`src/design/brush_dab_spacer_macros.svh`:
```
// Assertion macros used by the brush_dab_spacer design file.
`ifndef BRUSH_DAB_SPACER_MACROS_SVH
`define BRUSH_DAB_SPACER_MACROS_SVH

// A condition that must hold at every clock edge outside reset.
`define BDS_ASSERT_ALWAYS(lbl, cond) \
    lbl: assert property (@(posedge clk) disable iff (!rst_n) (cond)) \
        else $error("brush_dab_spacer: check failed");

// A condition that must hold in the cycle after a trigger.
`define BDS_ASSERT_NEXT(lbl, trig, cond) \
    lbl: assert property (@(posedge clk) disable iff (!rst_n) (trig) |=> (cond)) \
        else $error("brush_dab_spacer: check failed");

`endif

```
`src/design/bds_pkg.sv`:
```
package bds_pkg;

    localparam int FRAC_BITS  = 8;
    localparam int MAX_DABS   = 64;
    localparam int CNT_W      = $clog2(MAX_DABS + 1);
    localparam int COORD_W    = 16;
    localparam int DIFF_W     = COORD_W + 1;
    localparam int SQ_W       = 2 * DIFF_W;
    localparam int RAD_W      = 36;
    localparam int ROOT_STEPS = RAD_W / 2 + FRAC_BITS;
    localparam int ROOT_W     = ROOT_STEPS;
    localparam int CARRY_W    = 24;
    localparam int DIST_W     = ROOT_W + 1;
    localparam int SPC_W      = 8 + FRAC_BITS;
    localparam int TOT_W      = DIST_W - FRAC_BITS;
    localparam int T_W        = CARRY_W + 1;
    localparam int PROD_W     = DIFF_W + T_W;
    localparam int DVD_W      = 48;
    localparam int DVS_W      = ROOT_W;
    localparam int Q_W        = 32;
    localparam int IN_DATA_W  = 40;
    localparam int OUT_DATA_W = 32;

    typedef enum logic [1:0] {
        ACT_PRESS   = 2'd0,
        ACT_MOVE    = 2'd1,
        ACT_RELEASE = 2'd2
    } action_t;

    typedef enum logic [3:0] {
        ST_IDLE,
        ST_PRESS,
        ST_SQX,
        ST_SQY,
        ST_ROOT_GO,
        ST_ROOT_WT,
        ST_DIST,
        ST_TOT_GO,
        ST_TOT_WT,
        ST_MUL_I,
        ST_DIV_I_GO,
        ST_DIV_I_WT,
        ST_MUL_S,
        ST_DIV_S_GO,
        ST_DIV_S_WT,
        ST_DAB
    } state_t;

endpackage

```
`src/design/bds_root.sv`:
```
module bds_root (
    input  logic                        clk,
    input  logic                        rst_n,
    input  logic                        start,
    input  logic [bds_pkg::SQ_W-1:0]    radicand,
    output logic                        done,
    output logic [bds_pkg::ROOT_W-1:0]  root
);
    import bds_pkg::*;

    localparam int CW = $clog2(ROOT_STEPS + 1);

    logic [RAD_W-1:0]    vsh_reg, vsh_next;
    logic [ROOT_W:0]     rem_reg, rem_next;
    logic [ROOT_W-1:0]   root_reg, root_next;
    logic [CW-1:0]       cnt_reg, cnt_next;
    logic                done_reg, done_next;
    logic [ROOT_W+2:0]   remx;
    logic [ROOT_W+2:0]   trial;

    // One result bit per cycle: bring down two radicand bits, try 4*root+1.
    always_comb
    begin
        remx      = {rem_reg, vsh_reg[RAD_W-1 -: 2]};
        trial     = {1'b0, root_reg, 2'b01};
        vsh_next  = vsh_reg;
        rem_next  = rem_reg;
        root_next = root_reg;
        cnt_next  = cnt_reg;
        done_next = 1'b0;
        if (start)
        begin
            vsh_next  = RAD_W'(radicand);
            rem_next  = '0;
            root_next = '0;
            cnt_next  = CW'(ROOT_STEPS);
        end
        else if (cnt_reg != '0)
        begin
            vsh_next = {vsh_reg[RAD_W-3:0], 2'b00};
            if (remx >= trial)
            begin
                rem_next  = (ROOT_W+1)'(remx - trial);
                root_next = {root_reg[ROOT_W-2:0], 1'b1};
            end
            else
            begin
                rem_next  = (ROOT_W+1)'(remx);
                root_next = {root_reg[ROOT_W-2:0], 1'b0};
            end
            cnt_next  = cnt_reg - 1'b1;
            done_next = (cnt_reg == CW'(1));
        end
    end

    always_ff @(posedge clk or negedge rst_n)
    begin
        if (!rst_n)
        begin
            cnt_reg  <= '0;
            done_reg <= 1'b0;
        end
        else
        begin
            cnt_reg  <= cnt_next;
            done_reg <= done_next;
        end
    end

    always_ff @(posedge clk)
    begin
        vsh_reg  <= vsh_next;
        rem_reg  <= rem_next;
        root_reg <= root_next;
    end

    assign done = done_reg;
    assign root = root_reg;

endmodule

```
`config.mk`:
```
export PLATFORM = sky130hd
export DESIGN_NAME = bds_root
export DESIGN_NICKNAME = d
export VERILOG_FILES = /design/src/design/brush_dab_spacer_macros.svh /design/src/design/bds_pkg.sv /design/src/design/bds_root.sv
export SDC_FILE = /design/constraint.sdc
export NUM_CORES = 1
export LEC_CHECK = 0
export ABC_AREA = 1
export BUFFER_PORTS_ARGS = -buffer_cell sky130_fd_sc_hd__buf_2
export CAP_MARGIN = 20
export CORE_MARGIN = 1.5
export CORE_UTILIZATION = 59
export CTS_CLUSTER_DIAMETER = 120
export DETAILED_ROUTE_END_ITERATION = 10
export PLACE_DENSITY = 0.89
export SYNTH_ARGS = -nofsm -noshare
export SYNTH_HDL_FRONTEND = slang
export SYNTH_SLANG_ARGS = --single-unit
```
`constraint.sdc`:
```
create_clock -name clk -period 3.2 [get_ports clk]
set_input_delay 0.64 -clock clk [delete_from_list [all_inputs] [get_ports clk]]
set_output_delay 0.64 -clock clk [all_outputs]
set_load 0.02 [all_outputs]
```
== Yosys cells after proc, flatten, opt, wreduce, memory -nomap -nowiden ==
Index checks and enable logic that the tools add are counted.
Storage, ports and cells
  logic and storage cells: 20
  register bits: 95
  input port bits: 37
  output and inout bits: 27
Operators by class
  add/subtract/negate cells: 2
  order comparisons: 1
  mux-type cells: 8
  equal/unequal tests: 1
  reductions and logical operators: 2
Operators with widths (count)
  $mux W34: 2
  $ge A29 B28 Y1: 1
  $mux W27: 1
  $sub A27 B27 Y27: 1
  $mux W5: 2
  $eq A5 B1 Y1 const B: 1
  $reduce_bool A5 Y1: 1
  $sub A5 B1 Y5 const B: 1
  $mux W1: 3
  $reduce_bool A2 Y1: 1

== Depth between registers and ports, before layout ==
  depth in word-level cells: 3
  depth in mapped cells: 17
  depth with buffers taken out: 17

== Worst setup path before layout ==
Ideal clock, no wire load.
  kind: register to register
  start point: register cnt_reg[0]
  end point: register vsh_reg[0], enable pin
  clock period less this slack: 2.564 ns
  setup slack: 0.636 ns
  setup time: 0.412 ns
  buffers on the path: 1
  cell stages (with the launch flop): 7
  required time: 2.788 ns
  arrival time: 2.152 ns
  cells stage by stage: dfrtp_1 -> inv_1 -> ha_1 -> nand3_1 -> nor2_1 -> inv_1 -> buf_1
Between the ends
  word-level cells in the longest chain between the ends: 2
RTL lines
  start, declared: line bds_root.sv:16  | logic [CW-1:0] cnt_reg, cnt_next;
  start signal, assigned: line bds_root.sv:65  | cnt_reg <= cnt_next;
  $reduce_bool A5 Y1: line bds_root.sv:38  | else if (cnt_reg != '0)
  $reduce_bool A2 Y1 (no line)
  end signal, assigned: line bds_root.sv:72  | vsh_reg <= vsh_next;
  end, declared: line bds_root.sv:13  | logic [RAD_W-1:0] vsh_reg, vsh_next;
No other way between the ends.
A chain may end at the register's enable or synchronous reset.

== Worst setup path after layout ==
  start point: register root_reg[20] (netlist: root[20])
  end point: register rem_reg[16]
Between the ends
  word-level cells in the longest chain between the ends: 2
RTL lines
  start, declared: line bds_root.sv:15  | logic [ROOT_W-1:0] root_reg, root_next;
  start signal, assigned: line bds_root.sv:74  | root_reg <= root_next;
  $ge A29 B28 Y1: line bds_root.sv:41  | if (remx >= trial)
  $mux W27: line bds_root.sv:41
  end signal, assigned: line bds_root.sv:73  | rem_reg <= rem_next;
  end, declared: line bds_root.sv:14  | logic [ROOT_W:0] rem_reg, rem_next;
No other way between the ends.

==> impl_metrics.json <==
{
  "num-nets-final": 923,
  "syn_inst": 795,
  "finalCritPeriodShare_pct": 83.5,
  "yosysTopAreaCellShare_pct": 19.5,
  "htreeDepth": 3,
  "drt_iter0_markers": 302,
  "drt_pass1_iterations": 5,
  "worst-setup-path-type": "reg -> reg",
  "cts_resized": 0,
  "area_growth_pct": 11.5,
  "start_kind": "flop",
  "grt_overflow": 0,
  "top_usage_layer": "met2",
  "globalRouteTotalUtil_pct": 28.7,
  "clk_latency_ns": 0.38,
  "clockBufferDepth": 2,
  "async_flop_share_pct": 6.32,
  "cts.sinks": 95,
  "die_h_um": 101,
  "leakage_nw": 3.28,
  "synth_flop_cell": "dfxtp_1",
  "power.total_mw": 6.00,
  "reg2reg_from": "root[20]",
  "grt_util_met3_pct": 3.54,
  "cts-root-buf": "clkbuf_8",
  "syn-num-nets": 863,
  "place.gp.congestion": 0.989,
  "yosys_warnings": 0,
  "synth_edf_count": 34,
  "r2r_cells": 12,
  "synthTopCellsByArea": "dfxtp_1, nand2_1, edfxtp_1",
  "finalWirelength_um": 13900,
  "tns_ns": 0,
  "core_area_um2": 9240,
  "worst_slew_pin_slew_ns": 0.594,
  "skew_ns": 0.0106,
  "fillers": 794,
  "detail-route-antenna-nets": 0,
  "yosysUniqueCellTypes": 37,
  "setup_violations": 0,
  "powerDensity_nw_per_um2": 955,
  "final_layout_size_suffix_gt1_share_pct": 11.9,
  "finalCriticalPeriod_ns": 2.67,
  "synth_seq_area_share_pct": 40.3,
  "die_area_um2": 10100,
  "end_kind": "flop",
  "largest_reg_flops": 36,
  "cp_max_fo": 36,
  "reg2reg_slack_ns": 0.53,
  "postLayoutCellArea_um2": 6280,
  "drv_slew": 0,
  "final_hold_viol_count": 0,
  "grt_first_pass_wirelength_um": 22900,
  "vias": 5244,
  "antenna_found_initial": 0,
  "hp-class": "in -> async",
  "post_cts_buffers": 0,
  "grt_setup_unrepaired": "no",
  "hpwl_um": 10300,
  "maxCapViolCount": 0,
  "final_cell_mix": "nand2_1, inv_1, buf_2",
  "dieWidth_um": 101,
  "clkTransAtPathRegs_ns": 0.10,
  "ir_worst_vdd_mv": 0.461,
  "fmax_mhz": 374,
  "syn_area_um2": 5630,
  "grt_pass1_vias": 4909,
  "placed_area_um2": 6060,
  "cp.required_ns": 3.47,
  "relSlewSlack_pct": 60.3,
  "avgRoutedWirePerCell_um": 14.1,
  "syn_area_per_cell_um2": 7.09,
  "grt_max_degree": 46,
  "grt_use_met1_pct": 38.0,
  "grtUsageMet2_pct": 48.3,
  "ys_ff_latch": 95,
  "synth.largest_area_cell": "dfxtp_1",
  "layout_commonest_cell": "nand2_1",
  "hold_buffers": 0,
  "io_pins": 64,
  "rows": 35,
  "drc": 0,
  "reg2reg_to": "rem_reg[16]",
  "cts_tree": "done",
  "numCtsBuffers": 9,
  "cp.arrival_ns": 2.94,
  "viasPerCell": 5.30,
  "diodes": 0,
  "initial_utilization_pct": 61.0,
  "port_buffers": 63,
  "outcome": "complete, no violations"
}
[final cells by class]
| class | instances | area [µm²] | area share [%] |
|---|---|---|---|
| clock buffers | 9 | 124 | 1.97 |
| clock inverters | 7 | 97.6 | 1.55 |
| inverters | 121 | 454 | 7.23 |
| multi-input cells | 558 | 2800 | 44.6 |
| flip-flops and latches | 95 | 2270 | 36.2 |
| well taps | 129 | 161 | 2.57 |
| repair buffers | 70 | 368 | 5.86 |
[Yosys cell counts, drive strengths merged (2+ instances only)]
library cell    n
clkbuf         11
buf            10
edfxtp         34
dfrtp           6
a21o            2
dfxtp          55
o21ai          33
ha             31
nor2           54
xnor2          11
xor2            6
nor3           11
nand4           9
nand2         286
o21bai          5
o211ai          3
a21oi          34
inv           121
nand3          40
o22ai          26
[report_power, final]
group,internal (mW),total [mW],switching (mW)
Clock,0.390,0.887,0.497
Combinational,1.21,3.50,2.29
Sequential,1.46,1.61,0.147
[cell families (layout without fill, tap and decap cells)]
group,count (synthesis),count (layout),synth area share [%]
AO/OA/AOI/OAI,107,107,10.8
XOR/XNOR,17,17,2.64
adder cells (fa/ha/maj),31,31,6.89
buffers and inverters,142,207,9.91
flip-flops,95,95,40.3
AND/OR/NAND/NOR,403,403,29.5
[layer usage]
metal / vias up / share of wire (%) / wire length [µm]
met4: 0 / 1.8 / 246
met5: - / 0 / 0
met3: 29 / 6.3 / 880
met1: 2381 / 44 / 6180
met2: 174 / 47 / 6590
li1: 2660 / - / -
[critical path, cell delays in order, from the launching register on]
cell	delay, ns
dfxtp_1	0.34
inv_1	0.08
ha_1	0.36
nand2_1	0.16
inv_1	0.05
nand2_1	0.17
nor3_1	0.09
a21oi_1	0.25
nand3_4	0.39
inv_2	0.34
nand2_2	0.12
nor2_1	0.15
nor3_2	0.05
[through the flow]
stage | hold WS (ns) | setup slack (ns) | utilization (%) | cells
after floorplan | 0.344 | 0.636 | - | 795
after global placement | 0.435 | 0.574 | 65.6 | 973
after detailed placement | 0.439 | 0.561 | 65.6 | 973
after CTS | 0.0654 | 0.542 | 68.0 | 989
after global routing | 0.0637 | 0.296 | 68.0 | 989
final | 0.0641 | 0.527 | 68.0 | 989
[worst max path at each step]
| stage | to | slack (ns) | start | depth (start not counted) |
|---|---|---|---|---|
| 2_1_floorplan | vsh_reg[0] | 0.64 | cnt_reg[0] | 6 |
| 3_3_place_gp | rem_reg[20] | 0.57 | root[20] | 12 |
| 3_5_place_dp | rem_reg[20] | 0.56 | root[20] | 12 |
| 4_1_cts | rem_reg[20] | 0.54 | root[20] | 12 |
| 5_1_grt | rem_reg[16] | 0.30 | root[0] | 14 |
| 6_report | rem_reg[16] | 0.53 | root[20] | 12 |
No activity file was read; power rests on OpenSTA's default activity.
