File: config.mk
export PLATFORM = sky130hd
export DESIGN_NAME = bds_div
export DESIGN_NICKNAME = d
export VERILOG_FILES = /design/src/design/brush_dab_spacer_macros.svh /design/src/design/bds_pkg.sv /design/src/design/bds_div.sv
export SDC_FILE = /design/constraint.sdc
export NUM_CORES = 1
export LEC_CHECK = 0
export BUFFER_PORTS_ARGS = -buffer_cell sky130_fd_sc_hd__buf_4
export CAP_MARGIN = 15
export CORE_ASPECT_RATIO = 0.8
export CORE_MARGIN = 4
export CORE_UTILIZATION = 45
export CTS_BUF_LIST = sky130_fd_sc_hd__clkbuf_16
export CTS_CLUSTER_SIZE = 10
export DETAILED_ROUTE_END_ITERATION = 7
export PLACE_DENSITY = 0.68
export SLEW_MARGIN = 10
export SYNTH_ARGS = -nofsm -noshare
export SYNTH_HDL_FRONTEND = slang
export SYNTH_SLANG_ARGS = --single-unit
File: constraint.sdc
create_clock -name clk -period 6.2 [get_ports clk]
set_clock_uncertainty 0.2 [all_clocks]
set_input_delay 0.31 -clock clk [delete_from_list [all_inputs] [get_ports clk]]
set_output_delay 0.31 -clock clk [all_outputs]
set_load 0.01 [all_outputs]
File: src/design/brush_dab_spacer_macros.svh
// Assertion macros used by the brush_dab_spacer design file.
`ifndef BRUSH_DAB_SPACER_MACROS_SVH
`define BRUSH_DAB_SPACER_MACROS_SVH

// A condition that must hold at every clock edge outside reset.
`define BDS_ASSERT_ALWAYS(lbl, cond) \
    lbl: assert property (@(posedge clk) disable iff (!rst_n) (cond)) \
        else $error("brush_dab_spacer: check failed");

// A condition that must hold in the cycle after a trigger.
`define BDS_ASSERT_NEXT(lbl, trig, cond) \
    lbl: assert property (@(posedge clk) disable iff (!rst_n) (trig) |=> (cond)) \
        else $error("brush_dab_spacer: check failed");

`endif

File: src/design/bds_pkg.sv
package bds_pkg;

    localparam int FRAC_BITS  = 8;
    localparam int MAX_DABS   = 64;
    localparam int CNT_W      = $clog2(MAX_DABS + 1);
    localparam int COORD_W    = 16;
    localparam int DIFF_W     = COORD_W + 1;
    localparam int SQ_W       = 2 * DIFF_W;
    localparam int RAD_W      = 36;
    localparam int ROOT_STEPS = RAD_W / 2 + FRAC_BITS;
    localparam int ROOT_W     = ROOT_STEPS;
    localparam int CARRY_W    = 24;
    localparam int DIST_W     = ROOT_W + 1;
    localparam int SPC_W      = 8 + FRAC_BITS;
    localparam int TOT_W      = DIST_W - FRAC_BITS;
    localparam int T_W        = CARRY_W + 1;
    localparam int PROD_W     = DIFF_W + T_W;
    localparam int DVD_W      = 48;
    localparam int DVS_W      = ROOT_W;
    localparam int Q_W        = 32;
    localparam int IN_DATA_W  = 40;
    localparam int OUT_DATA_W = 32;

    typedef enum logic [1:0] {
        ACT_PRESS   = 2'd0,
        ACT_MOVE    = 2'd1,
        ACT_RELEASE = 2'd2
    } action_t;

    typedef enum logic [3:0] {
        ST_IDLE,
        ST_PRESS,
        ST_SQX,
        ST_SQY,
        ST_ROOT_GO,
        ST_ROOT_WT,
        ST_DIST,
        ST_TOT_GO,
        ST_TOT_WT,
        ST_MUL_I,
        ST_DIV_I_GO,
        ST_DIV_I_WT,
        ST_MUL_S,
        ST_DIV_S_GO,
        ST_DIV_S_WT,
        ST_DAB
    } state_t;

endpackage

File: src/design/bds_div.sv
module bds_div (
    input  logic                       clk,
    input  logic                       rst_n,
    input  logic                       start,
    input  logic [bds_pkg::DVD_W-1:0]  dividend,
    input  logic [bds_pkg::DVS_W-1:0]  divisor,
    output logic                       done,
    output logic [bds_pkg::DVD_W-1:0]  quotient,
    output logic [bds_pkg::DVS_W-1:0]  remainder
);
    import bds_pkg::*;

    localparam int CW = $clog2(DVD_W + 1);

    logic [DVD_W-1:0] dvd_reg, dvd_next;
    logic [DVS_W-1:0] dvs_reg, dvs_next;
    logic [DVS_W-1:0] rem_reg, rem_next;
    logic [CW-1:0]    cnt_reg, cnt_next;
    logic             done_reg, done_next;
    logic [DVS_W:0]   trial;

    // Restoring division, one quotient bit per cycle shifted in at the bottom.
    always_comb
    begin
        trial     = {rem_reg, dvd_reg[DVD_W-1]};
        dvd_next  = dvd_reg;
        dvs_next  = dvs_reg;
        rem_next  = rem_reg;
        cnt_next  = cnt_reg;
        done_next = 1'b0;
        if (start)
        begin
            dvd_next = dividend;
            dvs_next = divisor;
            rem_next = '0;
            cnt_next = CW'(DVD_W);
        end
        else if (cnt_reg != '0)
        begin
            if (trial >= {1'b0, dvs_reg})
            begin
                rem_next = DVS_W'(trial - {1'b0, dvs_reg});
                dvd_next = {dvd_reg[DVD_W-2:0], 1'b1};
            end
            else
            begin
                rem_next = trial[DVS_W-1:0];
                dvd_next = {dvd_reg[DVD_W-2:0], 1'b0};
            end
            cnt_next  = cnt_reg - 1'b1;
            done_next = (cnt_reg == CW'(1));
        end
    end

    always_ff @(posedge clk or negedge rst_n)
    begin
        if (!rst_n)
        begin
            cnt_reg  <= '0;
            done_reg <= 1'b0;
        end
        else
        begin
            cnt_reg  <= cnt_next;
            done_reg <= done_next;
        end
    end

    always_ff @(posedge clk)
    begin
        dvd_reg <= dvd_next;
        dvs_reg <= dvs_next;
        rem_reg <= rem_next;
    end

    assign done      = done_reg;
    assign quotient  = dvd_reg;
    assign remainder = rem_reg;

endmodule
# Word-level counts from Yosys, hierarchy flattened
# Cells that the tools add are included.
# word_totals
register_bits	107
elab_cells	19
out_inout_bits	75
inputBits	77
# op_classes
muxes	8
n_addsub	2
order_cmp	1
n_reduce_logical	2
n_eq_ne	1
# op_table
cell	count
48-bit two-way mux	2
27-bit by 26-bit >= comparator with 1-bit output	1
26-bit two-way mux	1
26-bit subtractor	1
6-bit two-way mux	2
6-bit by 1-bit == test with 1-bit output, second input constant	1
6-bit nonzero test	1
6-bit by 1-bit subtractor with 6-bit output, second input constant	1
1-bit two-way mux	3
2-bit nonzero test	1

# Depth between registers and ports, before layout
# Gate-level depths: netlist (run 1).
# logic_depth
depth_word	4
depth_mapped	12
mapped_depth_nobuf	12

# Worst setup path before layout (run 1)
# No wires, ideal clock.
# synth_timing
kind	flip-flop to flip-flop
startpoint	reg dvd_reg[47], in the netlist quotient[47]
endpoint	reg rem_reg[24], in the netlist remainder[24]
stages_incl_launch_ff	13
period_less_slack_ps	2823
path_buffers	0
setup_slack_ps	3377
t_arrival_ps	2505
setup_ps	117
t_required_ps	5883
cell_sequence	edfxtp_1 > inv_1 > ha_1 > inv_1 > fa_1 > a211oi_1 > o21ai_0 > and2_1 > nor2b_1 > nor2_1 > a211oi_1 > mux2i_1 > nand2_1
# synth_between
elab_chain_cells	2
word_cells_on_any_way	3
cone_classes	add/sub (1); order compare (1); mux (1)
# synth_rtl
item	line	source
start, declared	bds_div.sv:15	logic [DVD_W-1:0] dvd_reg, dvd_next;
start signal, assigned	bds_div.sv:71	dvd_reg <= dvd_next;
26-bit subtractor / 27-bit by 26-bit >= comparator with 1-bit output (equally long branches)	bds_div.sv:42, bds_div.sv:40	
26-bit two-way mux (*)	bds_div.sv:40	if (trial >= {1'b0, dvs_reg})
end signal, assigned	bds_div.sv:73	rem_reg <= rem_next;
end, declared	bds_div.sv:17	logic [DVS_W-1:0] rem_reg, rem_next;
# Mark *: on every way between the ends. The rest lies on a longest branch, timed or not.
# A chain may end at the register's enable or synchronous reset.

# Worst setup path after layout (run 1)
# layout_timing
startpoint	reg dvs_reg[18]
endpoint	reg rem_reg[7], in the netlist remainder[7]
# layout_between
elab_chain_cells	2
# layout_rtl
item	line	source
start, declared	bds_div.sv:16	logic [DVS_W-1:0] dvs_reg, dvs_next;
start signal, assigned	bds_div.sv:72	dvs_reg <= dvs_next;
27-bit by 26-bit >= comparator with 1-bit output	bds_div.sv:40	
26-bit two-way mux	bds_div.sv:40	
# No other way between the ends.

==> results.yml, run 1 <==
placement:
  port_buffers: 151
  dp_hpwl_mm: 10.1
  gp_congestion: 0.871
  place_area_um2: 6960
detailed_routing:
  firstDrtPassIters: 4
  vias: 4494
  avgViaCountPerCell: 5.30
  antenna_left: 0
  wl_per_cell_um: 16.5
  drt_wl_total_mm: 14.0
  drc_errors: 0
  drtIter0Drc: 238
yosys:
  synth_commonest_cells: "74 x edfxtp_1, 47 x mux2_2, 39 x inv_1"
  netlist.area_leader.share_pct: 39.1
  synth-seq-area-share_pct: 51.3
  netlist_top_cells_area: "edfxtp_1 39%, mux2_2 9.3%, dfxtp_1 9.1%"
  syn-cell-area_um2: 5690
  synth-seq-cells: 107
  async_flop_share_pct: 6.54
  syn_inst: 495
  yosysMostFrequentCell: "edfxtp_1"
  yosys.area.top_type: "edfxtp_1"
  ys_warn_count: 0
  synthFlopType: "edfxtp_1"
  syn_nets: 601
  synthDistinctLibCells: 60
  syn_area_per_cell_um2: 11.5
  synth_edf_count: 74
critical_path:
  cp-end-kind: "flip-flop"
  critical_path_class: "flip-flop to flip-flop"
  start_kind: "flip-flop"
  cp.arrival_ns: 3.22
  crit_required_ns: 6.20
  cp_max_fo: 18
die:
  dieArea_um2: 14500
  initial_core_util_pct: 46.3
  die_y_um: 109
  chipWidth_um: 134
  core_area_um2: 12300
  pin_count: 152
  num_rows: 36
layout:
  largest_reg_flops: 48
  area.growth.synth_to_final_pct: 32.9
  drive_gt1_share_pct: 32.8
  fill_cells: 1029
  n_antenna_cell: 0
  design_area_um2: 7560
  fin_nets: 778
timing:
  hold_viol: 0
  setup_violations: 0
  rsz0062_at_grt: "false"
  fin_crit_ns: 3.22
  final.setup.tns_ns: 0
  maxSlewHeadroom_pct: 29.2
  slew_violations: 0
  fmax_mhz: 310
  whs_ns: 0.0496
  tightest_slew_ns: 1.06
  final.period_utilization_pct: 52.0
flow_run:
  maxCapViolations: 0
run_status:
  status: "complete, no violations"
global_route:
  grt_pass1_wl_mm: 22.0
  overflow: 0
  track_usage_pct: 19.0
  grt_max_degree: 58
  first_global_vias: 4367
  grt_antenna_before_repair: 0
clock_network:
  cts.sinks: 107
  root_buffer: "clkbuf_16"
  clock_latency_ns: 0.36
  path_clk_slew_ns: 0.08
  numCtsBuffers: 9
  htree_levels: 3
  cts_tree: "done"
  cts.path.max_buffers: 2
power:
  p_per_area_nw_per_um2: 371
  ir_drop_uv: 185
  leakagePower_nw: 3.39
hold_path:
  hold_path_class: "primary input to flip-flop"
placed cells by master, fill, tap and decap left out, types with 17 or more instances in the layout:
master and n:
dlygate4sd3_1 27, o21ai_1 17, nand2_1 38, ha_1 28, mux2_2 47, inv_1 38
o21ai_0 20, mux2i_1 21, buf_4 153, edfxtp_1 74, dfxtp_1 26, a21oi_1 20
where the power goes:
group	internal, mW	switching, mW
registers	0.901	0.114
clock network	0.316	0.269
logic	0.583	0.624
metal layers:
layer	vias up	wire, µm	GRT usage (%)
li1	2184	-	-
met1	2164	6240	25.3
met2	132	6840	31.3
met3	14	712	4.19
met4	0	195	6.17
met5	-	0	0
per-stage QoR:
step	utilization [%]	power, mW	std cells	setup WS (ns)
after global placement	56.6	2.15	804	2.85
final	61.5	2.81	848	2.98
after floorplan	-	1.83	495	3.38
after global routing	61.5	2.99	848	2.80
after CTS	61.3	2.79	847	2.74
after detailed placement	56.6	2.19	804	2.73
cell type report:
class,instances,area [µm²],share of cell area [%]
sequential,107,2920,38.6
multi-input combinational,334,2540,33.6
timing repair buffer,181,1450,19.1
clock buffer,9,225,2.98
tap,171,214,2.83
inverter,39,146,1.94
clock inverter,7,75.1,0.993
path summary, 6_finish.rpt:
| path | startpoint | to | slack [ns] | cells after the start |
|---|---|---|---|---|
| worst max-delay path | dvs_reg[18]$_DFFE_PP_ | remainder[7]$_SDFFE_PP0P_ | 2.98 | 11 |
| worst min-delay path | dividend[31] | quotient[31]$_DFFE_PP_ | 0.05 | 2 |
| worst max register to register | dvs_reg[18]$_DFFE_PP_ | remainder[7]$_SDFFE_PP0P_ | 2.98 | 11 |
| worst min register to register | remainder[12]$_SDFFE_PP0P_ | remainder[12]$_SDFFE_PP0P_ | 0.29 | 2 |
| max in group asynchronous | rst_n | cnt_reg[0]$_DFFE_PN0P_ | 5.58 | 2 |
| min in group asynchronous | rst_n | done$_DFF_PN0_ | 0.09 | 2 |
what timing repair did:
action	in CTS	in global routing
buffers inserted	0	0
endpoints found under the setup margin	0	0
hold endpoints to repair	33	0
hold buffers	27	0
gates resized for setup	0	0
logic make-up after synthesis:
logic type	share of synthesized area, %
AO/OA/AOI/OAI	13.2
flip-flops	51.3
AND/OR/NAND/NOR	8.93
multiplexers	13.0
buffers and inverters	4.13
adder cells (fa/ha/maj)	6.51
XOR/XNOR	2.92
worst max-delay path: stages, from the launching register on:
cell       delay [ns]
edfxtp_1         0.34
inv_1            0.04
ha_1             0.34
a21o_1           0.23
o21bai_1         0.18
a311o_1          0.40
a2bb2oi_2        0.16
o21ai_2          0.11
a21oi_4          0.51
buf_16           0.25
mux2i_1          0.22
o21ai_1          0.08
(Power assumes the default switching activity.)
==> inputs of run 2 (changes only) <==
--- a/config.mk
+++ b/config.mk
@@ -5,6 +5,7 @@
 export SDC_FILE = /design/constraint.sdc
 export NUM_CORES = 1
 export LEC_CHECK = 0
+export ABC_AREA = 1
 export BUFFER_PORTS_ARGS = -buffer_cell sky130_fd_sc_hd__buf_4
 export CAP_MARGIN = 15
 export CORE_ASPECT_RATIO = 0.8
@@ -13,7 +14,7 @@
 export CTS_BUF_LIST = sky130_fd_sc_hd__clkbuf_16
 export CTS_CLUSTER_SIZE = 10
 export DETAILED_ROUTE_END_ITERATION = 7
-export PLACE_DENSITY = 0.68
+export PLACE_DENSITY = 0.69
 export SLEW_MARGIN = 10
 export SYNTH_ARGS = -nofsm -noshare
 export SYNTH_HDL_FRONTEND = slang
==> constraint.sdc (replaced) <==
create_clock -name clk -period 2.9 [get_ports clk]
set_clock_uncertainty 0.2 [all_clocks]
set_input_delay 0.145 -clock clk [delete_from_list [all_inputs] [get_ports clk]]
set_output_delay 0.145 -clock clk [all_outputs]
set_load 0.01 [all_outputs]
==> run 2 against run 1 <==
Synthesized cell count grew 79%. Highest routed layer unchanged. Sequential share of layout area shrank 6.1 points. Worst setup slack lost 2.7 ns. Via count grew 40%. Largest cell class unchanged. Final cell count grew 54%.
==> results.yml, run 2 <==
run_status:
  status: "complete, no violations"
clock_network:
  htree_levels: 3
  numCtsBuffers: 9
  ctsResizeCount: 0
  cts.sinks: 107
  cts_tree: "done"
  root_buffer: "clkbuf_16"
  clock_latency_ns: 0.37
  cts.path.max_buffers: 2
  path_clk_slew_ns: 0.07
global_route:
  overflow: 0
  grt_max_degree: 51
  grt_antenna_before_repair: 0
  track_usage_pct: 23.2
  grt_pass1_wl_mm: 30.3
  first_global_vias: 6101
detailed_routing:
  avgViaCountPerCell: 4.82
  vias: 6291
  firstDrtPassIters: 5
  antenna_left: 0
  drt_wl_total_mm: 18.8
  wl_per_cell_um: 14.4
  drc_errors: 0
  drtIter0Drc: 384
critical_path:
  critical_path_class: "flip-flop to flip-flop"
  start_kind: "flip-flop"
  cp.arrival_ns: 2.69
  rr_startpoint: "dvs_reg[2]$_DFFE_PP_"
  cp_max_fo: 16
  r2r-end: "remainder[3]$_SDFFE_PP0P_"
  crit_required_ns: 2.98
  rrSetupSlack_ns: 0.29
  cp-end-kind: "flip-flop"
  r2r_cells: 14
die:
  initial_core_util_pct: 45.8
  pin_count: 152
  chipWidth_um: 143
  dieArea_um2: 16500
  die_y_um: 116
  num_rows: 39
  core_area_um2: 14200
timing:
  fin_crit_ns: 2.61
  slew_violations: 0
  tightest_slew_ns: 0.534
  final.period_utilization_pct: 90.0
  hold_viol: 0
  whs_ns: 0.0831
  rsz0062_at_grt: "false"
  maxSlewHeadroom_pct: 64.4
  final.setup.tns_ns: 0
  fmax_mhz: 383
  setup_violations: 0
layout:
  drive_gt1_share_pct: 18.4
  fill_cells: 1245
  layout_commonest_cell: "nand2_1"
  fin_nets: 1222
  n_antenna_cell: 0
  final_cells: 1305
  final_cell_mix: "377 x nand2_1, 163 x buf_4, 151 x inv_1, 76 x dlygate4sd3_1, 74 x edfxtp_1"
  largest_reg_flops: 48
  fin_util_pct: 62.9
  area.growth.synth_to_final_pct: 37.3
yosys:
  yosysMostFrequentCell: "nand2_1"
  netlist.area_leader.share_pct: 34.0
  synth_commonest_cells: "377 x nand2_1, 152 x inv_1, 74 x edfxtp_1"
  syn_nets: 994
  synth-seq-cells: 107
  syn_inst: 888
  ys_warn_count: 0
  synthDistinctLibCells: 37
  yosys.area.top_type: "edfxtp_1"
  async_flop_share_pct: 6.54
  syn-cell-area_um2: 6530
  synthFlopType: "edfxtp_1"
  synth_edf_count: 74
  syn_area_per_cell_um2: 7.36
  synth-seq-area-share_pct: 44.7
  netlist_top_cells_area: "edfxtp_1 34%, nand2_1 22%, inv_1 8.7%"
hold_path:
  hold_path_class: "primary input to flip-flop"
  worstHoldPathCells: 1
  hold_start: "start"
  hold_end: "dvs_reg[10]$_DFFE_PP_"
placement:
  port_buffers: 151
  dp_hpwl_mm: 13.1
  gp_congestion: 0.940
  dp.cells: 1213
power:
  ir_drop_uv: 477
  p_per_area_nw_per_um2: 693
  leakagePower_nw: 4.72
flow_run:
  maxCapViolations: 0
[run 2: changes by cell type after synthesis, moves of 8 or more]
| cell | change |
|---|---|
| nand3_1 | +49 |
| nand2_1 | +339 |
| nor2_1 | +16 |
| xor2_1 | -9 |
| mux2i_1 | -21 |
| inv_1 | +113 |
| mux2_2 | -47 |
| nor2b_1 | -8 |
| o21ai_0 | -12 |
| a21oi_1 | -8 |
| o21ai_1 | -12 |
| nand4_1 | +29 |
[run 2: worst max-delay path, cell delays in order (launching register included)]
cell      delay (ns)
edfxtp_1        0.33
inv_1           0.04
ha_1            0.36
nand2_1         0.09
nand2_1         0.09
inv_1           0.06
nand2_1         0.14
nand2_1         0.12
nand3_1         0.19
nand2_4         0.26
nand3_4         0.21
buf_4           0.23
nand2_1         0.06
nand3_1         0.06
o21ai_0         0.09
[run 2: per-layer routing]
| layer | track usage [%] | part of all wire [%] |
|---|---|---|
| met4 | 7.35 | 1.8 |
| met2 | 36.2 | 45 |
| met5 | 0 | 0 |
| met3 | 6.11 | 8.6 |
| met1 | 31.8 | 45 |
[run 2: cell families (layout without fill, tap and decap cells)]
family                   count (synthesis)  count (layout)  share of synthesized area (%)
XOR/XNOR                                14              14                           1.88
flip-flops                             107             107                           44.7
AO/OA/AOI/OAI                           30              30                           2.61
AND/OR/NAND/NOR                        522             522                           34.2
adder cells (fa/ha/maj)                 29              29                           5.67
buffers and inverters                  186             419                           11.0
[run 2: worst max path at each step]
stage | startpoint | to | slack, ns | depth (start not counted)
floorplan | cnt_reg[0]$_DFFE_PN0P_ | quotient[0]$_DFFE_PP_ | 0.53 | 8
global placement | dvs_reg[22]$_DFFE_PP_ | remainder[18]$_SDFFE_PP0P_ | 0.37 | 12
detailed placement | dvs_reg[2]$_DFFE_PP_ | remainder[3]$_SDFFE_PP0P_ | 0.34 | 14
CTS | dvs_reg[2]$_DFFE_PP_ | remainder[2]$_SDFFE_PP0P_ | 0.31 | 14
global route | dvs_reg[22]$_DFFE_PP_ | remainder[2]$_SDFFE_PP0P_ | 0.09 | 12
finish | dvs_reg[2]$_DFFE_PP_ | remainder[3]$_SDFFE_PP0P_ | 0.29 | 14
[run 2: area by class of cell]
type | instances | area (µm²) | share of cell area (%)
multi-input cells | 595 | 2900 | 32.3
inverters | 163 | 612 | 6.82
well taps | 184 | 230 | 2.57
clock buffers | 9 | 225 | 2.51
repair buffers | 240 | 2000 | 22.3
clock inverters | 7 | 83.8 | 0.935
flip-flops and latches | 107 | 2920 | 32.5
[run 2: per-stage QoR]
step,area [µm²],worst slack [ns],power [mW]
2_1_floorplan,6530,0.533,3.91
3_3_place_gp,7900,0.366,4.82
3_5_place_dp,7900,0.338,4.84
4_1_cts,8970,0.314,6.23
5_1_grt,8970,0.0936,6.69
6_report,8970,0.290,6.22
[run 2: timing repair]
action	in CTS	in global routing
setup buffers	0	0
endpoints found under the hold margin	81	0
hold buffers	76	0
[run 2: where the power goes]
group	leakage [nW]	total, mW	internal (mW)	switching, mW
logic	3.49	2.85	1.17	1.68
registers	1.08	2.08	1.89	0.190
clock network	0.147	1.28	0.684	0.601
==> inputs of run 3 (changes only) <==
==> constraint.sdc (replaced) <==
create_clock -name clk -period 2.3 [get_ports clk]
set_clock_uncertainty 0.2 [all_clocks]
set_input_delay 0.115 -clock clk [delete_from_list [all_inputs] [get_ports clk]]
set_output_delay 0.115 -clock clk [all_outputs]
set_load 0.01 [all_outputs]
==> run 3 against run 2 <==
Critical endpoint is now remainder[20]$_SDFFE_PP0P_. Clock power up 34%. Sequential share of layout area shrank 2.1 points. Critical path type unchanged. First-iteration DRC count up 52%.
==> results.yml, run 3 (synthesis gave the netlist of run 2 again) <==
placement:
  port_buffers: 151
  place_area_um2: 8090
  dp_hpwl_mm: 13.4
  gp_congestion: 0.922
  post-place-ws_ns: -0.0420
global_route:
  grt_max_degree: 63
  track_usage_pct: 22.6
  overflow: 0
  grt_pass1_wl_mm: 29.6
  grt_antenna_before_repair: 0
  grt_most_used_layer: "met2"
  gr-usage-met2_pct: 36.8
  grt_util_met1_pct: 30.9
  use_met3_pct: 6.52
  first_global_vias: 5946
timing:
  final.period_utilization_pct: 95.8
  slew_violations: 0
  whs_ns: 0.273
  final.setup.tns_ns: 0
  hold_viol: 0
  fin_crit_ns: 2.20
  setup_violations: 0
  fin_ws_ns: 0.0955
  tightest_slew_ns: 0.544
  maxSlewHeadroom_pct: 63.7
  fmax_mhz: 454
critical_path:
  cp-end-kind: "flip-flop"
  cp_max_fo: 4
  crit_top_cell: "nand3_1"
  r2r-end: "remainder[20]$_SDFFE_PP0P_"
  slowest_delay_ns: 0.40
  rrSetupSlack_ns: 0.1
  start_kind: "flip-flop"
  r2r_cells: 13
  crit_slowest_cell: "edfxtp_1"
  cp.arrival_ns: 2.25
  critical_path_class: "flip-flop to flip-flop"
  worstPathCellList: "inv_2, ha_1, inv_1, fa_2, nand3_2, nand3_4, buf_4, nand3b_1, nand3_1, nand2_1, nand3_1, nand3_1, nand2_1"
  rr_startpoint: "quotient[47]$_DFFE_PP_"
  crit_required_ns: 2.35
power:
  p_sw_share_pct: 39.4
  pwr-share-comb_pct: 49.0
  power.switching_mw: 3.37
  power.internal_mw: 5.19
  ir_drop_uv: 597
  leakagePower_nw: 4.91
  p_per_area_nw_per_um2: 894
  clkPwrFrac_pct: 20.0
  total_power_mw: 8.56
  pwr-share-seq_pct: 31.0
clock_network:
  cts_tree: "done"
  htree_levels: 3
  cts.path.max_buffers: 2
  cts.sinks: 107
  root_buffer: "clkbuf_16"
  path_clk_slew_ns: 0.08
  clock_latency_ns: 0.37
  numCtsBuffers: 9
die:
  dieArea_um2: 16500
  core_area_um2: 14200
  num_rows: 39
  initial_core_util_pct: 45.8
  pin_count: 152
  chipWidth_um: 143
  die_y_um: 116
layout:
  n_antenna_cell: 0
  fin_nets: 1247
  drive_gt1_share_pct: 25.2
  final_cell_mix: "358 x nand2_1, 181 x buf_4, 146 x inv_1, 77 x dlygate4sd3_1, 74 x edfxtp_1"
  largest_reg_flops: 48
  design_area_um2: 9580
  fill_cells: 1179
  layout_commonest_cell: "nand2_1"
  area.growth.synth_to_final_pct: 46.7
run_status:
  status: "complete, no violations"
hold_path:
  hold_start: "divisor[0]"
  hold_end: "dvs_reg[0]$_DFFE_PP_"
  hold_path_class: "primary input to flip-flop"
  worstHoldPathCells: 2
detailed_routing:
  antenna_left: 0
  wl_per_cell_um: 14.5
  drtIter0Drc: 583
  drc_errors: 0
  firstDrtPassIters: 5
  avgViaCountPerCell: 4.82
  drt_wl_total_mm: 19.3
  vias: 6409
flow_run:
  maxCapViolations: 0
## run 3: stage by stage
step,instances,util [%]
2_1_floorplan,888,-
3_3_place_gp,1234,56.8
3_5_place_dp,1234,56.8
4_1_cts,1327,64.7
5_1_grt,1330,67.3
6_report,1330,67.3
## run 3: power by group through the flow
stage / sequential (mW) / clock [mW] / combinational, mW
6_report: 2.66 / 1.71 / 4.19
3_5_place_dp: 2.64 / 0 / 3.65
5_1_grt: 2.70 / 1.83 / 4.65
2_1_floorplan: 2.72 / 0 / 2.20
4_1_cts: 2.61 / 1.75 / 3.78
3_3_place_gp: 2.64 / 0 / 3.62
## run 3: how the worst max path moves through the flow
stage                                 endpoint                   start  cells past startpoint  slack, ns
floorplan           remainder[16]$_SDFFE_PP0P_  quotient[47]$_DFFE_PP_                     14       0.09
global placement    remainder[12]$_SDFFE_PP0P_  quotient[47]$_DFFE_PP_                     14       0.01
finish              remainder[20]$_SDFFE_PP0P_  quotient[47]$_DFFE_PP_                     13        0.1
CTS                      quotient[0]$_DFFE_PP_    dvs_reg[8]$_DFFE_PP_                     13       0.02
detailed placement  remainder[16]$_SDFFE_PP0P_  quotient[47]$_DFFE_PP_                     14      -0.04
global route        remainder[25]$_SDFFE_PP0P_    dvs_reg[6]$_DFFE_PP_                     11      -0.03
## run 3: metal layers
metal  wire length [µm]  vias to the layer above  share of wire, %
li1                   -                     3275                 -
met1               8630                     2880                45
met2               8880                      235                46
met3               1580                       19               8.2
met4                159                        0              0.83
met5                  0                        -                 0
## run 3: timing repair
item / 4_1_cts / 5_1_grt
hold endpoints to repair: 95 / 0
setup endpoints to repair: 6 / 27
gates resized for setup: 4 / 71
hold buffers: 77 / 0
setup buffers: 0 / 3
pin swaps: 0 / 10
## run 3: final cells by class
cell class                 count  area (µm²)  area share, %
clock inverter                 7         110           1.15
sequential                   107        2920           30.4
timing repair buffer         265        2240           23.4
multi-input combinational    595        3250           33.9
inverter                     163         612           6.38
tap                          184         230           2.40
clock buffer                   9         225           2.35
## run 3: critical path, delay by kind of cell, from the launching register on
family | cells | cell delay, ns
fa+ha+maj | 2 | 0.49
simple gates | 8 | 0.72
buf+inv | 3 | 0.28
flops | 1 | 0.40
